**src/design/fpvi_pkg.sv**
```systemverilog
// ----------------------------------------------------------------------------
// fpvi_pkg
// Shared types and constants for the fixed-priority vectored irq unit.
// ----------------------------------------------------------------------------
package fpvi_pkg;

  localparam int OP_W    = 2;
  localparam int SLOT_W  = 3;
  localparam int VEC_W   = 8;
  localparam int COUNT_W = 4;

  typedef enum logic [OP_W-1:0] {
    OP_RAISE  = 2'd0,
    OP_CANCEL = 2'd1,
    OP_ACK    = 2'd2,
    OP_POLL   = 2'd3
  } op_t;

  // command broadcast to every cell for one accepted transaction
  typedef struct packed {
    logic raise;
    logic cancel;
    logic ack;
  } cell_cmd_t;

  // data handed from one cell to the next lower-priority cell
  typedef struct packed {
    logic             any_pend;
    logic             hit;
    logic [VEC_W-1:0] vec;
  } cell_link_t;

endpackage

```
**src/design/fpvi_if.sv**
```systemverilog
// ----------------------------------------------------------------------------
// fpvi_in_if / fpvi_out_if
// Valid/ready channels carrying irq requests and their results.
// ----------------------------------------------------------------------------
interface fpvi_in_if;
  logic                           valid;
  logic                           ready;
  fpvi_pkg::op_t                  op;
  logic [fpvi_pkg::SLOT_W-1:0]    priority_req;
  logic [fpvi_pkg::VEC_W-1:0]     vector_in;

  modport source (output valid, op, priority_req, vector_in, input ready);
  modport sink   (input valid, op, priority_req, vector_in, output ready);
endinterface

interface fpvi_out_if;
  logic                           valid;
  logic                           ready;
  logic [fpvi_pkg::VEC_W-1:0]     vector_out;
  logic                           irq_line;
  logic [fpvi_pkg::COUNT_W-1:0]   pending_count;
  logic                           ack_empty;

  modport source (output valid, vector_out, irq_line, pending_count, ack_empty,
                  input ready);
  modport sink   (input valid, vector_out, irq_line, pending_count, ack_empty,
                  output ready);
endinterface

```
**src/design/fpvi_cell.sv**
```systemverilog
// ----------------------------------------------------------------------------
// fpvi_cell
// One priority slot: request flag, vector byte and its link in the chain.
// ----------------------------------------------------------------------------
module fpvi_cell (
  input  logic                         clk,
  input  logic                         rst,
  input  fpvi_pkg::cell_cmd_t          cmd,
  input  logic                         sel,
  input  logic [fpvi_pkg::VEC_W-1:0]   vector_in,
  input  fpvi_pkg::cell_link_t         link_in,
  output fpvi_pkg::cell_link_t         link_out
);
  import fpvi_pkg::*;

  logic             flag;
  logic [VEC_W-1:0] vbyte;
  logic             grant;

  // a pending slot wins only if nothing above it is pending
  assign grant = flag && !link_in.any_pend;

  assign link_out.any_pend = link_in.any_pend | flag;
  assign link_out.hit      = link_in.hit | (sel & flag);
  assign link_out.vec      = link_in.vec | (grant ? vbyte : '0);

  always_ff @(posedge clk) begin
    if (rst) begin
      flag <= 1'b0;
    end else begin
      priority if (cmd.raise && sel) begin
        flag <= 1'b1;
      end else if ((cmd.cancel && sel) || (cmd.ack && grant)) begin
        flag <= 1'b0;
      end
    end
  end

  always_ff @(posedge clk) begin
    if (cmd.raise && sel) begin
      vbyte <= vector_in;
    end
  end

endmodule

```
**src/design/fixed_priority_vectored_irq_unit.sv**
```systemverilog
// ----------------------------------------------------------------------------
// fixed_priority_vectored_irq_unit
// Fixed-priority vectored interrupt collector built as a chain of slot cells.
// ----------------------------------------------------------------------------
// usage:
//   req channel takes one transaction: op (raise, cancel, acknowledge, poll),
//   priority_req (slot for raise and cancel, 0 highest) and vector_in (byte
//   stored by raise). every transaction yields one transaction on rsp:
//   vector_out, irq_line, pending_count and ack_empty after that operation.
//   the result is registered on the edge that takes the request. throughput
//   is one transaction per cycle unless rsp stalls; the priority search is
//   a combinational ripple through the SLOT_COUNT cells, one cell per slot,
//   so that chain length sets the clock period.
//   req.ready is high while the result register is empty or being drained,
//   so a stalled receiver holds the result and blocks new requests.
//   reset clears all request flags, the pending count, the line and the
//   output register; vector bytes are only read after a raise wrote them.
// ----------------------------------------------------------------------------
module fixed_priority_vectored_irq_unit #(
  parameter int SLOT_COUNT = 8
) (
  input  logic         clk,
  input  logic         rst,
  fpvi_in_if.sink      req,
  fpvi_out_if.source   rsp
);
  import fpvi_pkg::*;

  logic               accept;
  logic               slot_ok;
  cell_cmd_t          cmd;
  logic [SLOT_COUNT-1:0] sel;
  cell_link_t         link [SLOT_COUNT+1];

  logic [COUNT_W-1:0] pending_total;
  logic [COUNT_W-1:0] pending_total_next;
  logic               line_level;
  logic               line_level_next;
  logic [VEC_W-1:0]   vec_next;
  logic               empty_next;

  logic               out_valid;
  logic [VEC_W-1:0]   vector_out;
  logic               ack_empty;

  assign req.ready = !out_valid || rsp.ready;
  assign accept    = req.valid && req.ready;
  assign slot_ok   = int'(req.priority_req) < SLOT_COUNT;

  assign cmd.raise  = accept && (req.op == OP_RAISE);
  assign cmd.cancel = accept && (req.op == OP_CANCEL);
  assign cmd.ack    = accept && (req.op == OP_ACK);

  assign link[0] = '0;

  for (genvar i = 0; i < SLOT_COUNT; i++) begin : g_cell
    assign sel[i] = int'(req.priority_req) == i;

    fpvi_cell u_cell (
      .clk       (clk),
      .rst       (rst),
      .cmd       (cmd),
      .sel       (sel[i]),
      .vector_in (req.vector_in),
      .link_in   (link[i]),
      .link_out  (link[i+1])
    );
  end

  always_comb begin
    pending_total_next = pending_total;
    line_level_next    = line_level;
    vec_next           = '0;
    empty_next         = 1'b0;
    unique case (req.op)
      OP_RAISE: begin
        if (slot_ok && !link[SLOT_COUNT].hit) begin
          pending_total_next = pending_total + COUNT_W'(1);
        end
      end
      OP_CANCEL: begin
        if (link[SLOT_COUNT].hit && pending_total != '0) begin
          pending_total_next = pending_total - COUNT_W'(1);
        end
      end
      OP_ACK: begin
        if (link[SLOT_COUNT].any_pend) begin
          vec_next = link[SLOT_COUNT].vec;
          if (pending_total != '0) begin
            pending_total_next = pending_total - COUNT_W'(1);
          end
        end else begin
          empty_next = 1'b1;
        end
        if (pending_total_next == '0) begin
          line_level_next = 1'b0;
        end
      end
      OP_POLL: begin
        if (pending_total != '0) begin
          line_level_next = 1'b1;
        end
      end
      default: begin
        pending_total_next = pending_total;
      end
    endcase
  end

  always_ff @(posedge clk) begin
    if (rst) begin
      pending_total <= '0;
      line_level    <= 1'b0;
      out_valid     <= 1'b0;
    end else begin
      if (accept) begin
        pending_total <= pending_total_next;
        line_level    <= line_level_next;
        out_valid     <= 1'b1;
      end else if (rsp.ready) begin
        out_valid <= 1'b0;
      end
    end
  end

  always_ff @(posedge clk) begin
    if (accept) begin
      vector_out <= vec_next;
      ack_empty  <= empty_next;
    end
  end

  assign rsp.valid         = out_valid;
  assign rsp.vector_out    = vector_out;
  assign rsp.irq_line      = line_level;
  assign rsp.pending_count = pending_total;
  assign rsp.ack_empty     = ack_empty;

endmodule

```
**src/flat_wrapper.sv**
```systemverilog
// flat-port wrapper written by rule: the top's interface ports become plain ports
module fixed_priority_vectored_irq_unit_flat import fpvi_pkg::*;
#(
  parameter int SLOT_COUNT = 8
)
  (clk, rst, req_valid, req_op, req_priority_req, req_vector_in, req_ready, rsp_valid, rsp_vector_out, rsp_irq_line, rsp_pending_count, rsp_ack_empty, rsp_ready);
  fpvi_in_if req_i ();
  fpvi_out_if rsp_i ();
  input  logic clk;
  input  logic rst;
  input wire logic [$bits(req_i.valid)-1:0] req_valid;
  input wire logic [$bits(req_i.op)-1:0] req_op;
  input wire logic [$bits(req_i.priority_req)-1:0] req_priority_req;
  input wire logic [$bits(req_i.vector_in)-1:0] req_vector_in;
  output wire logic [$bits(req_i.ready)-1:0] req_ready;
  output wire logic [$bits(rsp_i.valid)-1:0] rsp_valid;
  output wire logic [$bits(rsp_i.vector_out)-1:0] rsp_vector_out;
  output wire logic [$bits(rsp_i.irq_line)-1:0] rsp_irq_line;
  output wire logic [$bits(rsp_i.pending_count)-1:0] rsp_pending_count;
  output wire logic [$bits(rsp_i.ack_empty)-1:0] rsp_ack_empty;
  input wire logic [$bits(rsp_i.ready)-1:0] rsp_ready;
  assign req_i.valid = req_valid;
  assign req_i.op = req_op;
  assign req_i.priority_req = req_priority_req;
  assign req_i.vector_in = req_vector_in;
  assign req_ready = req_i.ready;
  assign rsp_valid = rsp_i.valid;
  assign rsp_vector_out = rsp_i.vector_out;
  assign rsp_irq_line = rsp_i.irq_line;
  assign rsp_pending_count = rsp_i.pending_count;
  assign rsp_ack_empty = rsp_i.ack_empty;
  assign rsp_i.ready = rsp_ready;
  fixed_priority_vectored_irq_unit #(.SLOT_COUNT(SLOT_COUNT)) u_core (.clk(clk), .rst(rst), .req(req_i), .rsp(rsp_i));
endmodule
```
**config.mk**
```make
export PLATFORM = sky130hd
export DESIGN_NAME = fixed_priority_vectored_irq_unit_flat
export DESIGN_NICKNAME = d
export VERILOG_FILES = /design/src/design/fpvi_pkg.sv /design/src/design/fpvi_if.sv /design/src/design/fpvi_cell.sv /design/src/design/fixed_priority_vectored_irq_unit.sv /design/src/flat_wrapper.sv
export SDC_FILE = /design/constraint.sdc
export NUM_CORES = 1
export LEC_CHECK = 0
export BUFFER_PORTS_ARGS = -buffer_cell sky130_fd_sc_hd__buf_2
export CORE_MARGIN = 3
export CORE_UTILIZATION = 37
export CTS_BUF_LIST = sky130_fd_sc_hd__clkbuf_4 sky130_fd_sc_hd__clkbuf_8 sky130_fd_sc_hd__clkbuf_16
export DETAILED_ROUTE_END_ITERATION = 16
export GPL_TIMING_DRIVEN = 0
export PLACE_DENSITY_LB_ADDON = 0.08
export SYNTH_ARGS = -nofsm -noshare
export SYNTH_HDL_FRONTEND = slang
export SYNTH_HIERARCHICAL = 1
export SYNTH_SLANG_ARGS = --single-unit
export TNS_END_PERCENT = 5
```
**constraint.sdc**
```tcl
create_clock -name clk -period 4.6 [get_ports clk]
set_input_delay 0.69 -clock clk [delete_from_list [all_inputs] [get_ports clk]]
set_output_delay 0.69 -clock clk [all_outputs]
set_load 0.02 [all_outputs]
```
* Word level (Yosys, flattened, before mapping) *
Index checks and enable logic that the tools add are counted.

cells by class
  add/subtract/negate cells = 2
  equality and inequality tests = 14
  mux-type cells = 36
  bitwise gates (word level) = 29
  reductions and logical operators = 71

operators by type and width
  kind                                                                    count
  8-bit 2-to-1 mux                                                        8
  8-bit bitwise OR                                                        7
  1-bit logical AND                                                       36
  1-bit 2-to-1 mux                                                        21
  4-bit 2-to-1 mux                                                        5
  2-bit nonzero test                                                      10
  1-bit bitwise OR                                                        14
  3-bit equality test (second input constant)                             4
  4-bit case mux with 3 select lines                                      1
  1-bit logical OR                                                        9
  1-bit AND                                                               8
  1-bit zero test                                                         8
  4-bit AND reduction                                                     2
  3-bit by 2-bit equality test with 1-bit output (second input constant)  2
  2-bit inequality test (second input constant)                           3
  4-bit by 1-bit adder with 4-bit output (second input constant)          1
  2-bit equality test (second input constant)                             2
  4-bit zero test                                                         1
  4-bit nonzero test                                                      1
  4-bit by 1-bit subtractor with 4-bit output (second input constant)     1
  3-bit by 1-bit equality test with 1-bit output (second input constant)  1
  3-bit zero test                                                         1
  3-bit nonzero test                                                      1
  2-bit by 1-bit equality test with 1-bit output (second input constant)  1
  4 further kinds                                                         4

storage, ports and cells
  bits in registers = 87
  input port bits = 17
  output and inout bits = 16
  logic and storage cells = 173

* Logic depth before layout (Yosys ltp) *
Gate-level depths: netlist of the first run.

  depth after elaboration = 12
  depth in mapped cells = 13

* Hierarchy *
Netlist of the first run, hierarchy kept.

by module, submodules not included
  module                            times used  cells each  area an instance (µm²)
  fpvi_cell                         8           26          386.6
  fixed_priority_vectored_irq_unit  1           108         994.7

* Worst setup path after synthesis of the first run *
No wires, ideal clock.

  kind = register -> register
  start point = register u_core.g_cell[0].u_cell.flag
  end point = register u_core.line_level, in the netlist u_core/rsp.irq_line
  library setup time = 0.096 ns
  arrival time = 3.148 ns
  data required time = 4.504 ns
  slack = 1.356 ns
  stages on the path, launching flop included = 14
  path buffers = 0
  period minus slack after synthesis = 3.244 ns
  cells stage by stage = dfxtp_1 or2_1 or2_1 or2_1 or2_1 or2_1 or2_1 or2_1 or2_1 and3_1 o21ai_0 a21o_2 nor3_1 nor4b_1

RTL lines
  what                    line                                     text
  start, declared         fpvi_cell.sv:16                          logic flag;
  start signal, assigned  fpvi_cell.sv:29                          flag <= 1'b0;
  start signal, assigned  fpvi_cell.sv:32                          flag <= 1'b1;
  start signal, assigned  fpvi_cell.sv:34                          flag <= 1'b0;
  end signal, assigned    fixed_priority_vectored_irq_unit.sv:118  line_level <= line_level_next;
  end, declared           fixed_priority_vectored_irq_unit.sv:37   logic line_level;

==> results_dict.tcl, run 1 <==
set metrics [dict create \
    antenna_found_initial 0 \
    core.rowCount 37 \
    netlist_area_mm2 0.00409 \
    ys_top_cells_by_count "73 x edfxtp_1, 64 x a21o_1, 15 x nor2_1" \
    post-route-period-util 0.777 \
    synth_area_leaders "edfxtp_1 54%, a21o_1 12%, dfxtp_1 6.9%" \
    syn_inst 316 \
    yosysTopAreaCell "edfxtp_1" \
    setup_viol 0 \
    grt.busiest_layer "met2" \
    fin_hold_ws_ns 0.555 \
    synthArstFlopShare 0 \
    io_pins 33 \
    max_slew_margin 0.644 \
    postCtsSetupBuffers 0 \
    fin_util 0.439 \
    drive_gt1_frac 0.213 \
    cp.arrival_ns 3.84 \
    cts_root_buffer "clkbuf_8" \
    drc 0 \
    setup_tns_ns 0 \
    grt_start_max_net_pins 16 \
    clock_sinks 87 \
    drt_iter0_markers 152 \
    grt_pass1_wl_mm 12.3 \
    cts_buffers 9 \
    yosysMostFrequentCell "edfxtp_1" \
    synth_edf_count 73 \
    layoutNonFillerInstCount 511 \
    clock_path_buffers 2 \
    clkSlewWorstSetupHoldPaths_ns 0.09 \
    wl_per_cell_um 14.6 \
    dp.cells 495 \
    synth-compound-area-share 0.190 \
    ys_seq_area_frac 0.605 \
    grt_util_all_layers 0.124 \
    grtUsageMet1 0.166 \
    diodes 0 \
    stdcell_area_mm2 0.00463 \
    via_count 2473 \
    fp.dieW_um 111 \
    power_mw 1.51 \
    synth_fa_ha_area_frac 0.0184 \
    dpl_cell_area_mm2 0.00446 \
    place_ws_ns 1.05 \
    worst_slew_pin_slew_ns 0.534 \
    yosys.area_share.simple 0.146 \
    wl_mm 7.47 \
    port_buffers 32 \
    grt_pass1_vias 2505 \
    crit_type "flop to flop" \
    leakagePower_nw 1.99 \
    yosysUniqueCellTypes 39 \
    grt_overflow 0 \
    yosysTopAreaCellShare 0.536 \
    nets 393 \
    die_h_um 111 \
    crit_path_start_kind "flop" \
    end_kind "flop" \
    power.density_mw_per_mm2 326 \
    clock_latency_ns 0.35 \
    synth_xor_xnor_area_share 0 \
    gp_congestion 0.828 \
    holdCritPathClass "flop to flop" \
    final_hold_viol_count 0 \
    ant_nets 0 \
    drtPass1Iterations 4 \
    synthMuxAreaShare 0.00520 \
    dp_hpwl_mm 5.58 \
    status "complete, no violations" \
    synthFlopType "edfxtp_1" \
    area_growth_pct 13.4 \
    core_mm2 0.0106 \
    slew_violations 0 \
    ir_drop_uv 124 \
    crit_required_ns 4.86 \
    use_met3 0.0284 \
    drt-vias-per-instance 4.84 \
    finalWorstSetupSlack_ns 1.03 \
    clock.fmax_mhz 280 \
    synth_top_family_by_area "compound AO/OA/AOI/OAI gates" \
    drv_cap 0 \
    die_area_mm2 0.0123 \
    cts_tree "yes" \
    met2_usage 0.199 \
    finalCriticalPeriod_ns 3.57 \
    ys_ff_latch 87 \
    cp_max_fo 8 \
    holdBufCountCts 0 \
    ys_warn_count 6 \
    rsz0062_at_grt "no" \
    initial_core_util 0.387 \
    htreeDepth 3 \
    synth_area_per_cell_um2 12.9 \
    worst_clock_skew_ns 0.0157 \
    cts_resized 0 \
]
==> area by class of cell <==
type                       instances  area, µm²
inverter                           7       26.3
sequential                        87       2470
clock inverter                     6       43.8
tap                              136        170
timing repair buffer              32        160
clock buffer                      10        131
fill                            1019       5920
multi-input combinational        219       1520
buffer                            14        115
==> report_power, final <==
part	switching, mW	internal, mW
combinational	0.0934	0.0665
clock	0.275	0.205
sequential	0.00657	0.865
==> sequential cells by signal, indices dropped and copies added, names as in the netlist <==
name	count
u_core/rsp.pending_count	4
u_core/rsp.valid	1
u_core/rsp.ack_empty	1
u_core/rsp.irq_line	1
u_core/g_cell.u_cell/flag	8
u_core/g_cell.u_cell/vbyte	64
u_core/rsp.vector_out	8
==> logic make-up (layout without fill, tap and decap cells) <==
logic type	count (synthesis)	after routing
multiplexers	2	2
adder cells (fa/ha/maj)	6	6
AND/OR/NAND/NOR	95	95
buffers and inverters	21	69
flip-flops	87	87
other	1	12
AO/OA/AOI/OAI	104	104
==> final timing paths <==
kind              slack [ns]  cells past startpoint                           end                          from
setup / recovery        1.03                     12   u_core/rsp.pending_count[1]  u_core/g_cell[0].u_cell/flag
hold reg to reg         0.56                      2  u_core/g_cell[4].u_cell/flag  u_core/g_cell[4].u_cell/flag
setup reg to reg        1.03                     12   u_core/rsp.pending_count[1]  u_core/g_cell[0].u_cell/flag
hold / removal          0.56                      2  u_core/g_cell[4].u_cell/flag  u_core/g_cell[4].u_cell/flag
==> critical path, stage by stage, from the launching register on <==
cell	delay, ns
dfxtp_1	0.35
or2_1	0.29
or2_1	0.28
or2_1	0.28
or2_1	0.28
or2_1	0.28
or2_1	0.27
or2_1	0.28
or2_1	0.32
nand2_1	0.13
mux2i_1	0.35
a31oi_1	0.13
a211oi_1	0.25
==> layout by cell type, fill, tap and decap left out, types with 5 or more instances in the layout <==
| cell type | synthesis | routed |
|---|---|---|
| conb_1 | 1 | 12 |
| a21oi_1 | 6 | 6 |
| a21o_1 | 64 | 64 |
| dfxtp_1 | 14 | 14 |
| buf_6 | 8 | 8 |
| and3_1 | 12 | 12 |
| buf_2 | 2 | 34 |
| and2_1 | 8 | 8 |
| ha_1 | 6 | 6 |
| nor2_1 | 15 | 15 |
| a21o_2 | 9 | 9 |
| nand2b_1 | 10 | 10 |
| nor2b_4 | 8 | 8 |
| edfxtp_1 | 73 | 73 |
| inv_1 | 7 | 7 |
| clkbuf_8 | 0 | 9 |
| o21ai_0 | 5 | 5 |
| or2_1 | 8 | 8 |
| nand2_1 | 14 | 14 |
| a31oi_1 | 11 | 11 |
==> per-layer routing <==
metal	routed length [µm]	vias up
met1	3800	1161
li1	-	1275
met3	193	5
met4	55	0
met2	3420	32
met5	0	-
Note: power is estimated with default switching activity, not from simulation.
==> run 2, diff against run 1 <==
==> constraint.sdc (replaced) <==
create_clock -name clk -period 3 [get_ports clk]
set_input_delay 0.45 -clock clk [delete_from_list [all_inputs] [get_ports clk]]
set_output_delay 0.45 -clock clk [all_outputs]
set_load 0.02 [all_outputs]
==> run 2 against run 1 <==
  * The run now ends with setup timing left
  * Wire length grew 4.8%
  * Maximum frequency rose by 16%
  * Worst hold slack lost 0.20 ns
  * Utilization rose by 2.2 points
  * Register-to-register slack worse by 1.1 ns
  * Combinational power rose by 96%
  * Via count is 6.0% higher
  * Global-route usage up 0.69 points
  * Critical path depth grew 1
  * Non-clock buffer count is 13 higher
  * Final cell count up 2.3%
  * Largest power group unchanged
==> results_dict.tcl, run 2 (synthesis gave the netlist of run 1 again) <==
set metrics [dict create \
    setup_viol 1 \
    via_count 2621 \
    gp_congestion 0.797 \
    layoutNonFillerInstCount 523 \
    drtPass1Iterations 4 \
    worst_clock_skew_ns 0.00918 \
    slowest_stage "dfxtp_2" \
    io_pins 33 \
    top_register "u_core/g_cell.u_cell/vbyte" \
    met1_length_mm 3.90 \
    power.density_mw_per_mm2 505 \
    met2RoutedLength_mm 3.61 \
    power_mw 2.46 \
    p_sw_frac 0.246 \
    grt_pass1_wl_mm 12.8 \
    status "complete, but fails checks" \
    clkSlewWorstSetupHoldPaths_ns 0.09 \
    cts_buffers 9 \
    drive_gt1_frac 0.287 \
    top_layer_used "met4" \
    max_slew_margin 0.651 \
    holdBufCountCts 0 \
    cts_root_buffer "clkbuf_8" \
    rsz0062_at_grt "yes" \
    p_switching_uw 606 \
    ant_nets 0 \
    dp_hpwl_mm 5.64 \
    drt-vias-per-instance 5.01 \
    fp.dieW_um 111 \
    finalWorstSetupSlack_ns -0.0804 \
    cp.arrival_ns 3.35 \
    cts_tree "yes" \
    antenna_found_initial 0 \
    clock.fmax_mhz 325 \
    finalCriticalPeriod_ns 3.08 \
    fin_util 0.461 \
    place_ws_ns -0.301 \
    reg_top3 "u_core/g_cell.u_cell/vbyte: 64 flops, u_core/g_cell.u_cell/flag: 8 flops, u_core/rsp.vector_out: 8 flops" \
    clock_sinks 87 \
    violations "setup timing" \
    slowest_delay_ns 0.32 \
    wl_per_cell_um 15.0 \
    p_int_mw 1.86 \
    cp_max_fo 7 \
    grt_start_max_net_pins 16 \
    nets 406 \
    grt_pass1_vias 2584 \
    drt_iter0_markers 138 \
    met3_length_um 236 \
    holdCritPathClass "primary input to flop" \
    worst_slew_pin_slew_ns 0.522 \
    crit_required_ns 3.27 \
    wl_mm 7.83 \
    crit_top_cell "or2_4" \
    ir_drop_uv 284 \
    grt_overflow 0 \
    dpl_cell_area_mm2 0.00449 \
    crit_path_start_kind "flop" \
    largest_reg_flops 64 \
    grt_util_all_layers 0.130 \
    comb_power_share 0.127 \
    drc 0 \
    crit_type "flop to flop" \
    diodes 0 \
    drv_cap 0 \
    stdcell_area_mm2 0.00487 \
    slew_violations 0 \
    core.rowCount 37 \
    port_buffers 32 \
    die_area_mm2 0.0123 \
    leakagePower_nw 2.10 \
    mostFrequentLayoutCells "73 x edfxtp_1, 64 x a21o_1, 34 x buf_2" \
    pwr-share-seq 0.543 \
    htreeDepth 3 \
    post-route-period-util 1.03 \
    crit_chain "or2_4 > or2_4 > or2_4 > or2_4 > or2_4 > or2_4 > or2_4 > or2_4 > nand2_4 > mux2i_4 > buf_12 > nor3_4 > nor4b_4" \
    clock_latency_ns 0.35 \
    path_buf_inv 1 \
    clock_path_buffers 2 \
    end_kind "flop" \
    area_growth_pct 19.1 \
    p_clk_frac 0.330 \
    initial_core_util 0.387 \
    mostFrequentLayoutCell "edfxtp_1" \
    core_mm2 0.0106 \
    dp.cells 495 \
    die_h_um 111 \
    cp_top_family "simple AND/OR/NAND/NOR gates" \
    final_hold_viol_count 0 \
]
==> run 2: cell types whose count changed in the layout (fill, tap and decap cells not counted), sizes merged <==
cell	previous run	this run
bufinv	0	1
clkinv	3	2
buf	42	55
clkinvlp	1	2
clkbuf	14	13
inv	9	8
==> run 2: through the flow <==
step                      hold slack [ns]  setup TNS (ns)
after floorplan                     0.515               0
after global placement              0.536           -1.60
after detailed placement            0.541           -1.80
after CTS                           0.334          -0.350
after global routing                0.348          -0.404
final                               0.357         -0.0804
==> run 2: area by class of cell <==
cell class	instances	area (µm²)
Fill cell	989	5690
Sequential cell	87	2470
Multi-Input combinational cell	219	1610
Timing Repair Buffer	45	270
Tap cell	136	170
Buffer	14	125
Clock buffer	9	124
Clock inverter	6	71.3
Inverter	7	26.3
==> run 2: power by group through the flow <==
| stage | clock network, mW | logic [mW] | registers, mW |
|---|---|---|---|
| 5_1_grt | 0.897 | 0.342 | 1.34 |
| 3_3_place_gp | 0 | 0.253 | 1.36 |
| 6_report | 0.812 | 0.313 | 1.34 |
| 3_5_place_dp | 0 | 0.257 | 1.37 |
| 4_1_cts | 0.844 | 0.285 | 1.34 |
| 2_1_floorplan | 0 | 0.164 | 1.38 |
==> run 2: worst register-to-register path, stage by stage (launching register included) <==
cell and delay, ns:
dfxtp_2 0.32, or2_4 0.22, or2_4 0.23, or2_4 0.23, or2_4 0.23, or2_4 0.23, or2_4 0.23, or2_4 0.23
or2_4 0.31, nand2_4 0.10, mux2i_4 0.26, buf_12 0.14, nor3_4 0.04, nor4b_4 0.23
==> run 2: final timing paths <==
check                                                     to  slack (ns)  depth (start not counted)                          from
worst max-delay path                     u_core/rsp.irq_line       -0.08                         13  u_core/g_cell[0].u_cell/flag
worst min-delay path                        u_core/rsp.valid        0.36                          3                     req_valid
worst max register to register           u_core/rsp.irq_line       -0.08                         13  u_core/g_cell[0].u_cell/flag
worst min register to register  u_core/g_cell[3].u_cell/flag        0.56                          2  u_core/g_cell[3].u_cell/flag
==> run 2: repair_timing <==
action	in CTS	in global routing
pin swaps	15	12
setup endpoints to repair	12	6
buffers inserted	9	4
gates resized for setup	15	6
==> run 2: layer usage <==
layer  vias to the layer above  track usage
met5                         -            0
met1                      1283        0.177
li1                       1297            -
met4                         0       0.0389
met2                        35        0.206
met3                         6       0.0338
